==> src/hdl/deq_pkg.sv <==
// shared types, opcodes and status codes of the double-ended queue engine
`timescale 1ns / 1ps
`default_nettype none

package deq_pkg;

   localparam int unsigned DATA_W        = 32;
   localparam int unsigned OP_W          = 3;
   localparam int unsigned STATUS_W      = 2;
   localparam int unsigned DEPTH_DEFAULT = 1024;

   // response buffer: one beat in flight plus two waiting
   localparam int unsigned RSP_DEPTH = 3;
   localparam int unsigned RSP_IDX_W = $clog2(RSP_DEPTH);
   localparam int unsigned RSP_CNT_W = $clog2(RSP_DEPTH + 1);

   localparam logic [OP_W-1:0] OP_PUSH_FRONT = 3'd0;
   localparam logic [OP_W-1:0] OP_PUSH_BACK  = 3'd1;
   localparam logic [OP_W-1:0] OP_POP_FRONT  = 3'd2;
   localparam logic [OP_W-1:0] OP_POP_BACK   = 3'd3;
   localparam logic [OP_W-1:0] OP_SIZE       = 3'd4;
   localparam logic [OP_W-1:0] OP_EMPTY      = 3'd5;
   localparam logic [OP_W-1:0] OP_FRONT      = 3'd6;
   localparam logic [OP_W-1:0] OP_BACK       = 3'd7;

   localparam logic [STATUS_W-1:0] ST_OK    = 2'd0;
   localparam logic [STATUS_W-1:0] ST_EMPTY = 2'd1;
   localparam logic [STATUS_W-1:0] ST_FULL  = 2'd2;

   typedef struct packed {
      logic [STATUS_W-1:0] status;
      logic [DATA_W-1:0]   value;
   } rsp_beat_type;

endpackage

`default_nettype wire

==> src/hdl/deq_rsp_fifo.sv <==
// three-entry response buffer between the queue store and the result channel
`timescale 1ns / 1ps
`default_nettype none

module deq_rsp_fifo
   import deq_pkg::*;
(
   input  wire logic                 clock,
   input  wire logic                 reset,
   input  wire logic                 in_valid,
   input  wire rsp_beat_type         in_beat,
   output logic                      out_valid,
   input  wire logic                 out_ready,
   output rsp_beat_type              out_beat,
   output logic [RSP_CNT_W-1:0]      count
);

   localparam logic [RSP_IDX_W-1:0] LAST_IDX = RSP_IDX_W'(RSP_DEPTH - 1);
   localparam logic [RSP_CNT_W-1:0] FULL_CNT = RSP_CNT_W'(RSP_DEPTH);

   rsp_beat_type           beat_ff [RSP_DEPTH];
   logic [RSP_IDX_W-1:0]   wr_ptr_ff, wr_ptr_in;
   logic [RSP_IDX_W-1:0]   rd_ptr_ff, rd_ptr_in;
   logic [RSP_CNT_W-1:0]   count_ff, count_in;
   logic                   pop;

   assign out_valid = (count_ff != '0);
   assign out_beat  = beat_ff[rd_ptr_ff];
   assign count     = count_ff;
   assign pop       = out_valid & out_ready;

   always_comb begin
      wr_ptr_in = wr_ptr_ff;
      rd_ptr_in = rd_ptr_ff;
      count_in  = count_ff;
      if (in_valid) begin
         wr_ptr_in = (wr_ptr_ff == LAST_IDX) ? '0 : wr_ptr_ff + RSP_IDX_W'(1);
      end
      if (pop) begin
         rd_ptr_in = (rd_ptr_ff == LAST_IDX) ? '0 : rd_ptr_ff + RSP_IDX_W'(1);
      end
      if (in_valid && !pop) begin
         count_in = count_ff + RSP_CNT_W'(1);
      end else if (!in_valid && pop) begin
         count_in = count_ff - RSP_CNT_W'(1);
      end
   end

   always_ff @(posedge clock) begin
      if (reset) begin
         wr_ptr_ff <= '0;
         rd_ptr_ff <= '0;
         count_ff  <= '0;
      end else begin
         wr_ptr_ff <= wr_ptr_in;
         rd_ptr_ff <= rd_ptr_in;
         count_ff  <= count_in;
      end
   end

   always_ff @(posedge clock) begin
      if (in_valid) begin
         beat_ff[wr_ptr_ff] <= in_beat;
      end
   end

   a_count_bound : assert property (@(posedge clock) disable iff (reset)
      count_ff <= FULL_CNT)
      else $error("response buffer count out of range");

   a_no_overflow : assert property (@(posedge clock) disable iff (reset)
      in_valid |-> (count_ff != FULL_CNT) || pop)
      else $error("response buffer written while full");

endmodule

`default_nettype wire

==> config.mk <==
export PLATFORM = sky130hd
export DESIGN_NAME = deq_rsp_fifo
export DESIGN_NICKNAME = d
export VERILOG_FILES = /design/src/hdl/deq_pkg.sv /design/src/hdl/deq_rsp_fifo.sv
export SDC_FILE = /design/constraint.sdc
export NUM_CORES = 1
export LEC_CHECK = 0
export ABC_AREA = 1
export BUFFER_PORTS_ARGS = -buffer_cell sky130_fd_sc_hd__buf_2
export CAP_MARGIN = 20
export CORE_UTILIZATION = 60
export CTS_BUF_LIST = sky130_fd_sc_hd__clkbuf_4
export DETAILED_ROUTE_END_ITERATION = 12
export PLACE_DENSITY = 0.91
export SLEW_MARGIN = 20
export SYNTH_ARGS = -nofsm -noshare
export SYNTH_HDL_FRONTEND = slang
export SYNTH_SLANG_ARGS = --single-unit
export TNS_END_PERCENT = 30
==> constraint.sdc <==
create_clock -name clock -period 6.45 [get_ports clock]
set_input_delay 0.645 -clock clock [delete_from_list [all_inputs] [get_ports clock]]
set_output_delay 0.645 -clock clock [all_outputs]
set_load 0.02 [all_outputs]
==> out/qor.txt, run 1 <==
=====================================================================================
Die Height                                                                    85.6 um
IO Count                                                                           75
Share of Yosys cell area claimed by the top area cell type                      73.0%
Main combinational cell family by area after synthesis                   compound AO/OA/AOI/OAI gates
Count of non-filler cells in the finished layout                                  464
Overflow after GRT                                                                  0
Gate power share                                                                20.8%
Wire length of the first global-routing pass                                 12300 um
H-Tree Depth                                                                        3
Rel. slew slack                                                                 67.1%
Global placement routability congestion                                         0.748
Post-route ant nets                                                                 0
Quantity of gates resized following cts                                             0
Synthesized area per cell                                                  13.8 sq um
Slew @ Worst Pin                                                               494 ps
Flop2flop setup slack                                                         5050 ps
Root Buffer Master                                                       sky130_fd_sc_hd__clkbuf_4
Worst-path fanout max                                                              34
Die X-Extent                                                                  85.6 um
Hold-critical path depth                                                            2
Sequential cell area fraction in the yosys report                               76.8%
Leading cell type in the layout, fill and taps excluded                  sky130_fd_sc_hd__edfxtp_1
Largest net degree at the start of global routing                                  36
Iteration-0 DRC Markers                                                           157
Switching share of power                                                        29.3%
RSZ-0062 raised after global routing                                            false
Fraction of layout cells with a size suffix above 1                             27.1%
Post-synthesis share of cell area spent on and, or, nand and nor gates          8.14%
Clock sink count                                                                  110
Clock transition at the registers of the reported paths                        150 ps
Library cells used by synthesis                                                    20
Initial core utilization                                                        62.1%
Number of vias after detailed routing                                            2559
Capture endpoint of the worst hold path                                  wr_ptr_ff[1]$_SDFFE_PP0P_
Cell count after synthesis                                                        303
Detailed-routing iteration count for the pre-antenna-repair pass                    4
Min-Delay Path Class                                                        in -> reg
Hold-fix buffers, CTS                                                               0
DR vias/cell                                                                     5.52
CP Capture Type                                                           output port
CTS tree                                                                         done
Post-layout total power                                                       1.52 mW
Count of placed standard cells including taps                                     449
Startpoint of the lowest-slack hold path                                        reset
Launching point of the worst reg2reg path                                count[0]$_SDFFE_PP0P_
Sort of element at the start of the critical path                                flop
Data arrival time of the critical path                                        1960 ps
Max-cap violations                                                                  0
Fin Clk Skew                                                                  12.4 ps
Complex-gate fraction of the synthesized area                                   9.48%
Residual DRC count                                                                  0
Syn. warnings                                                                       0
Highest-count cells in the layout ignoring fill and taps                 sky130_fd_sc_hd__edfxtp_1, sky130_fd_sc_hd__buf_2, sky130_fd_sc_hd__a21oi_1, sky130_fd_sc_hd__nand2_1, sky130_fd_sc_hd__nor2_1
P&R area growth vs syn                                                          12.5%
Net Count, Synth                                                                  342
Total routing resource utilization after global routing                         22.4%
Setup Viol. Count Final                                                             0
Final standard cell area without fillers                                 0.00472 sq mm
Post-CTS Setup Repair Bufs                                                          0
Count of port buffers added during placement                                       74
Diodes inserted                                                                     0
DR WL/cell                                                                    16.7 um
Adder-Cell Fraction of Synth Area                                              0.298%
Terminus of the critical flop-to-flop path                               count[1]$_SDFFE_PP0P_
Post-synthesis register bit count                                                 110
Number of antenna violations at the first check in global routing                   0
Clock network latency to the later pin of the worst-skew pair                  440 ps
Post-route fraction of the period consumed by the critical path                 40.4%
Area contributors post-synth                                             sky130_fd_sc_hd__edfxtp_1, sky130_fd_sc_hd__a21oi_1, sky130_fd_sc_hd__nand2_1
Post-route setup TNS                                                             0 ps
Run status                                                               finished, final reports clean
Final Hold Vio Count                                                                0
Nets@finish                                                                       419
Cell internal power dissipation                                               1.07 mW
Number of cell instances on the worst register-to-register path                     8
Multiplexer share of the synthesized area                                          0%
Power per Cell Area                                                       321 mW/mm^2
Sw Pwr                                                                       0.444 mW
Floorplan die area                                                       0.00733 sq mm
Required arrival time at the worst endpoint                                   5800 ps
CTS buffer count                                                                    9
Mapped Area                                                              0.00420 sq mm
Share of the core filled with cells in the final layout                         69.9%
Maximum clock frequency                                                     0.384 GHz
Biggest area consumer among synthesized cells                            sky130_fd_sc_hd__edfxtp_1
Core area                                                                0.00676 sq mm
Crit Path Class                                                            reg -> out
Via count of the first global-routing pass                                       2562
Peak supply drop                                                               205 uV
Total number of placement rows                                                     30
Post-synthesis xor/xnor area fraction                                              0%
Power share of the sequential group                                             54.9%
Area after DPL                                                           0.00456 sq mm
Post-DP HPWL                                                                  4850 um
Max-slew violations                                                                 0
Reported leakage power                                                        1.82 nW
Post-detailed-routing wire length                                             7760 um
Post-layout min period                                                        2600 ps
Fraction of power consumed by the clock network                                 24.3%
CTS max path bufs                                                                   2
=====================================================================================
==> cell families (layout without fill, tap and decap cells) <==
family	after synthesis	in the layout
DFF	110	110
adders and majority gates	1	1
AOI/OAI and AO/OA	74	74
and+or+nand+nor	89	89
buffers and inverters	29	110
==> metal layers <==
| layer | up-vias | GRT usage, % | share of wire, % |
|---|---|---|---|
| li1 | 1228 | - | - |
| met1 | 1250 | 29.7 | 41 |
| met2 | 73 | 37.5 | 53 |
| met3 | 8 | 4.33 | 5.2 |
| met4 | 0 | 7.88 | 1.2 |
| met5 | - | 0 | 0 |
==> how the worst max path moves through the flow <==
stage	startpoint	end	slack, ps	depth (start not counted)
global placement	flop	out_beat[33]	4400	5
global route	flop	out_beat[4]	3720	5
detailed placement	flop	out_beat[4]	4330	5
floorplan	in_valid	beat_ff[2][0]$_DFFE_PP_	2960	2
CTS	flop	out_beat[4]	3810	5
finish	flop	out_beat[4]	3850	5
==> worst max-delay path, stage by stage, from the launching register on <==
cell and delay [ps]:
sky130_fd_sc_hd__dfxtp_1 570, sky130_fd_sc_hd__buf_4 390, sky130_fd_sc_hd__inv_6 180, sky130_fd_sc_hd__nor2_1 150
sky130_fd_sc_hd__a21oi_1 70, sky130_fd_sc_hd__buf_2 170
==> Yosys cell counts (all sizes together) <==
library cell,n
o21ai,1
nor2,39
clkbuf,2
nor3,1
o211ai,1
ha,1
inv,15
nand2,45
nand3,3
o21a,1
a21oi,71
dfxtp,8
nand4,1
edfxtp,102
buf,12
==> per-stage QoR <==
step | setup slack (ps) | hold slack, ps
after floorplan | 2960 | 437
after global placement | 4400 | 449
after detailed placement | 4330 | 465
after CTS | 3810 | 373
after global routing | 3720 | 377
final | 3850 | 388
==> power by group through the flow <==
stage          clock network (mW)  logic, mW  registers (mW)
3_3_place_gp                    0      0.308           0.845
6_report                    0.368      0.316           0.832
2_1_floorplan                   0      0.230           0.846
4_1_cts                     0.370      0.319           0.832
3_5_place_dp                    0      0.317           0.848
5_1_grt                     0.396      0.346           0.835
==> registers in the layout (all words and copies together), names as in the netlist, named ones only <==
| signal | count |
|---|---|
| beat_ff | 102 |
| rd_ptr_ff | 2 |
| count | 2 |
| wr_ptr_ff | 2 |
==> final cells by class <==
class	count	area, sq um
multi-input cells	164	757
inverters	15	68.8
clock inverters	6	87.6
clock buffers	9	67.6
flip-flops and latches	110	3220
fillers	459	2040
repair buffers	80	415
well taps	80	100
(Power assumes the default switching activity.)
==> run 2, diff against run 1 <==
--- a/config.mk
+++ b/config.mk
@@ -8,10 +8,10 @@
 export ABC_AREA = 1
 export BUFFER_PORTS_ARGS = -buffer_cell sky130_fd_sc_hd__buf_2
 export CAP_MARGIN = 20
-export CORE_UTILIZATION = 60
+export CORE_UTILIZATION = 52
 export CTS_BUF_LIST = sky130_fd_sc_hd__clkbuf_4
 export DETAILED_ROUTE_END_ITERATION = 12
-export PLACE_DENSITY = 0.91
+export PLACE_DENSITY = 0.84
 export SLEW_MARGIN = 20
 export SYNTH_ARGS = -nofsm -noshare
 export SYNTH_HDL_FRONTEND = slang
==> constraint.sdc (replaced) <==
create_clock -name clock -period 2.11 [get_ports clock]
set_input_delay 0.211 -clock clock [delete_from_list [all_inputs] [get_ports clock]]
set_output_delay 0.211 -clock clock [all_outputs]
set_load 0.02 [all_outputs]
==> run 2 against run 1 <==
  * Via count increased by 3.7%
  * Cell count increased by 13%
  * Largest cell class unchanged
  * Design area increased by 8.5%
  * Largest power group unchanged
  * Sequential power increased to 3.1 times the previous value
  * Sequential share of layout area decreased by 5.2 points
  * Non-clock buffer count increased by 37
  * Hold slack got worse by 300 ps
  * Core utilization decreased by 4.0 points
  * Clock skew increased by 3.0 ps
==> out/qor.txt, run 2 (same netlist as run 1, synthesis figures left out) <==
================================================================================
Setup Viol. Count Final                                                        0   unchanged
Launching point of the worst reg2reg path                           count[0]$_SDFFE_PP0P_   unchanged
Required arrival time at the worst endpoint                              1900 ps   was 5800 ps
Min-Delay Path Class                                                   in -> reg   unchanged
Share of the core filled with cells in the final layout                    65.9%   was 69.9%
Post-layout total power                                                  4.58 mW   was 1.52 mW
Data arrival time of the critical path                                   1760 ps   was 1960 ps
Run status                                                          finished, final reports clean   unchanged
Number of antenna violations at the first check in global routing              0   unchanged
CTS buffer count                                                               9   unchanged
Number of flip-flops in the largest register                                 102   unchanged
Largest register by flop count                                           beat_ff   unchanged
Power per Cell Area                                                  895 mW/mm^2   was 321 mW/mm^2
Final standard cell area without fillers                            0.00512 sq mm   was 0.00472 sq mm
Fraction of layout cells with a size suffix above 1                        25.4%   was 27.1%
Core area                                                           0.00777 sq mm   was 0.00676 sq mm
Startpoint of the lowest-slack hold path                               out_ready   was reset
Peak supply drop                                                          490 uV   was 205 uV
IO Count                                                                      75   unchanged
Maximum clock frequency                                                0.507 GHz
Post-CTS Setup Repair Bufs                                                     0   unchanged
Floorplan die area                                                  0.00843 sq mm   was 0.00733 sq mm
DR vias/cell                                                                5.06   was 5.52
Flop2flop setup slack                                                     670 ps   was 5050 ps
Wire length of the first global-routing pass                            12600 um   was 12300 um
Die Height                                                               91.8 um   was 85.6 um
Area after DPL                                                      0.00463 sq mm   was 0.00456 sq mm
CTS tree                                                                    done   unchanged
Number of vias after detailed routing                                       2653   was 2559
Diodes inserted                                                                0   unchanged
Final Hold Vio Count                                                           0   unchanged
Initial core utilization                                                   54.0%   was 62.1%
Post-DP HPWL                                                             4730 um   was 4850 um
Detailed-routing iteration count for the pre-antenna-repair pass               4   unchanged
Overflow after GRT                                                             0   unchanged
Max-slew violations                                                            0   unchanged
DR WL/cell                                                               15.0 um   was 16.7 um
Crit Path Class                                                       reg -> out   unchanged
Max-cap violations                                                             0   unchanged
Count of port buffers added during placement                                  74   unchanged
P&R area growth vs syn                                                     22.0%   was 12.5%
Sort of element at the start of the critical path                           flop   unchanged
Post-detailed-routing wire length                                        7840 um   was 7760 um
Largest net degree at the start of global routing                             35   was 36
CTS max path bufs                                                              2   unchanged
Via count of the first global-routing pass                                  2668   was 2562
Die X-Extent                                                             91.8 um   was 85.6 um
Post-route fraction of the period consumed by the critical path            93.5%
RSZ-0062 raised after global routing                                       false   unchanged
Terminus of the critical flop-to-flop path                          count[1]$_SDFFE_PP0P_   unchanged
Highest-count cells in the layout ignoring fill and taps            sky130_fd_sc_hd__edfxtp_1, sky130_fd_sc_hd__buf_2, sky130_fd_sc_hd__a21oi_1, sky130_fd_sc_hd__nand2_1, sky130_fd_sc_hd__nor2_1   unchanged
Root Buffer Master                                                  sky130_fd_sc_hd__clkbuf_4   unchanged
Post-layout min period                                                   1970 ps
Post-route setup TNS                                                        0 ps   unchanged
Leading cell type in the layout, fill and taps excluded             sky130_fd_sc_hd__edfxtp_1   unchanged
Residual DRC count                                                             0   unchanged
Hold-critical path depth                                                       4   was 2
Iteration-0 DRC Markers                                                      177   was 157
Rel. slew slack                                                            68.0%   was 67.1%
Clock transition at the registers of the reported paths                   150 ps   about the same
Number of cell instances on the worst register-to-register path                8   unchanged
Fin Clk Skew                                                             15.3 ps   was 12.4 ps
Count of filler cells inserted in the layout                                 598   was 459
Nets@finish                                                                  456   was 419
Global placement routability congestion                                    0.694   was 0.748
Total routing resource utilization after global routing                    19.9%   was 22.4%
Worst-path fanout max                                                         19   was 34
Total number of placement rows                                                32   was 30
Clock sink count                                                             110   unchanged
Reported leakage power                                                   1.97 nW   was 1.82 nW
CP Capture Type                                                      output port   unchanged
Post-route ant nets                                                            0   unchanged
H-Tree Depth                                                                   3   unchanged
Clock network latency to the later pin of the worst-skew pair             430 ps   was 440 ps
Slew @ Worst Pin                                                          480 ps   was 494 ps
================================================================================
run 2: area by class of cell:
cell class              instances  area (sq um)  share of cell area (%)
well taps                     102           128                    2.49
repair buffers                117           793                    15.5
inverters                      15          68.8                    1.34
multi-input cells             164           763                    14.9
clock buffers                  10          75.1                    1.47
clock inverters                 6          62.6                    1.22
flip-flops and latches        110          3230                    63.1
run 2: per-stage QoR:
step	setup slack (ps)	hold WS [ps]	instances
floorplan	439	280	303
global placement	576	411	473
detailed placement	570	416	473
CTS	55.6	67.5	524
global route	31.4	81.3	524
finish	137	82.7	524
run 2: worst max-delay path by stage:
stage	from	end	slack [ps]
global route	flop	out_beat[0]	30
floorplan	wr_ptr_ff[1]$_SDFFE_PP0P_	beat_ff[2][0]$_DFFE_PP_	440
finish	flop	out_beat[0]	140
detailed placement	flop	out_beat[23]	570
global placement	flop	out_beat[15]	580
CTS	flop	out_beat[23]	60
run 2: power breakdown:
| group | leakage, nW | switching, mW | internal (mW) | total [mW] |
|---|---|---|---|---|
| Combinational | 0.889 | 0.637 | 0.356 | 0.993 |
| Sequential | 1.01 | 0.0814 | 2.50 | 2.58 |
| Clock | 0.0717 | 0.635 | 0.373 | 1.01 |
| Total | 1.97 | 1.35 | 3.23 | 4.58 |
run 2: worst max-delay path, stage by stage, from the launching register on:
cell and delay [ps]:
sky130_fd_sc_hd__dfxtp_2 660, sky130_fd_sc_hd__buf_12 210, sky130_fd_sc_hd__a21oi_1 70, sky130_fd_sc_hd__a21oi_1 180, sky130_fd_sc_hd__buf_2 200
run 2: repair_timing:
action | in CTS | in global routing
setup endpoints to repair | 0 | 11
hold endpoints to repair | 104 | 0
hold buffers | 35 | 0
gates resized for setup | 0 | 1
run 2: routing by layer:
metal  part of all wire, %  vias to the layer above  wire length, um  track usage, %
li1                      -                     1312                -               -
met1                    41                     1260             3230            24.4
met2                    53                       77             4190            35.7
met3                   4.8                        4              374            3.81
met4                  0.55                        0               43            6.25
met5                     0                        -                0               0
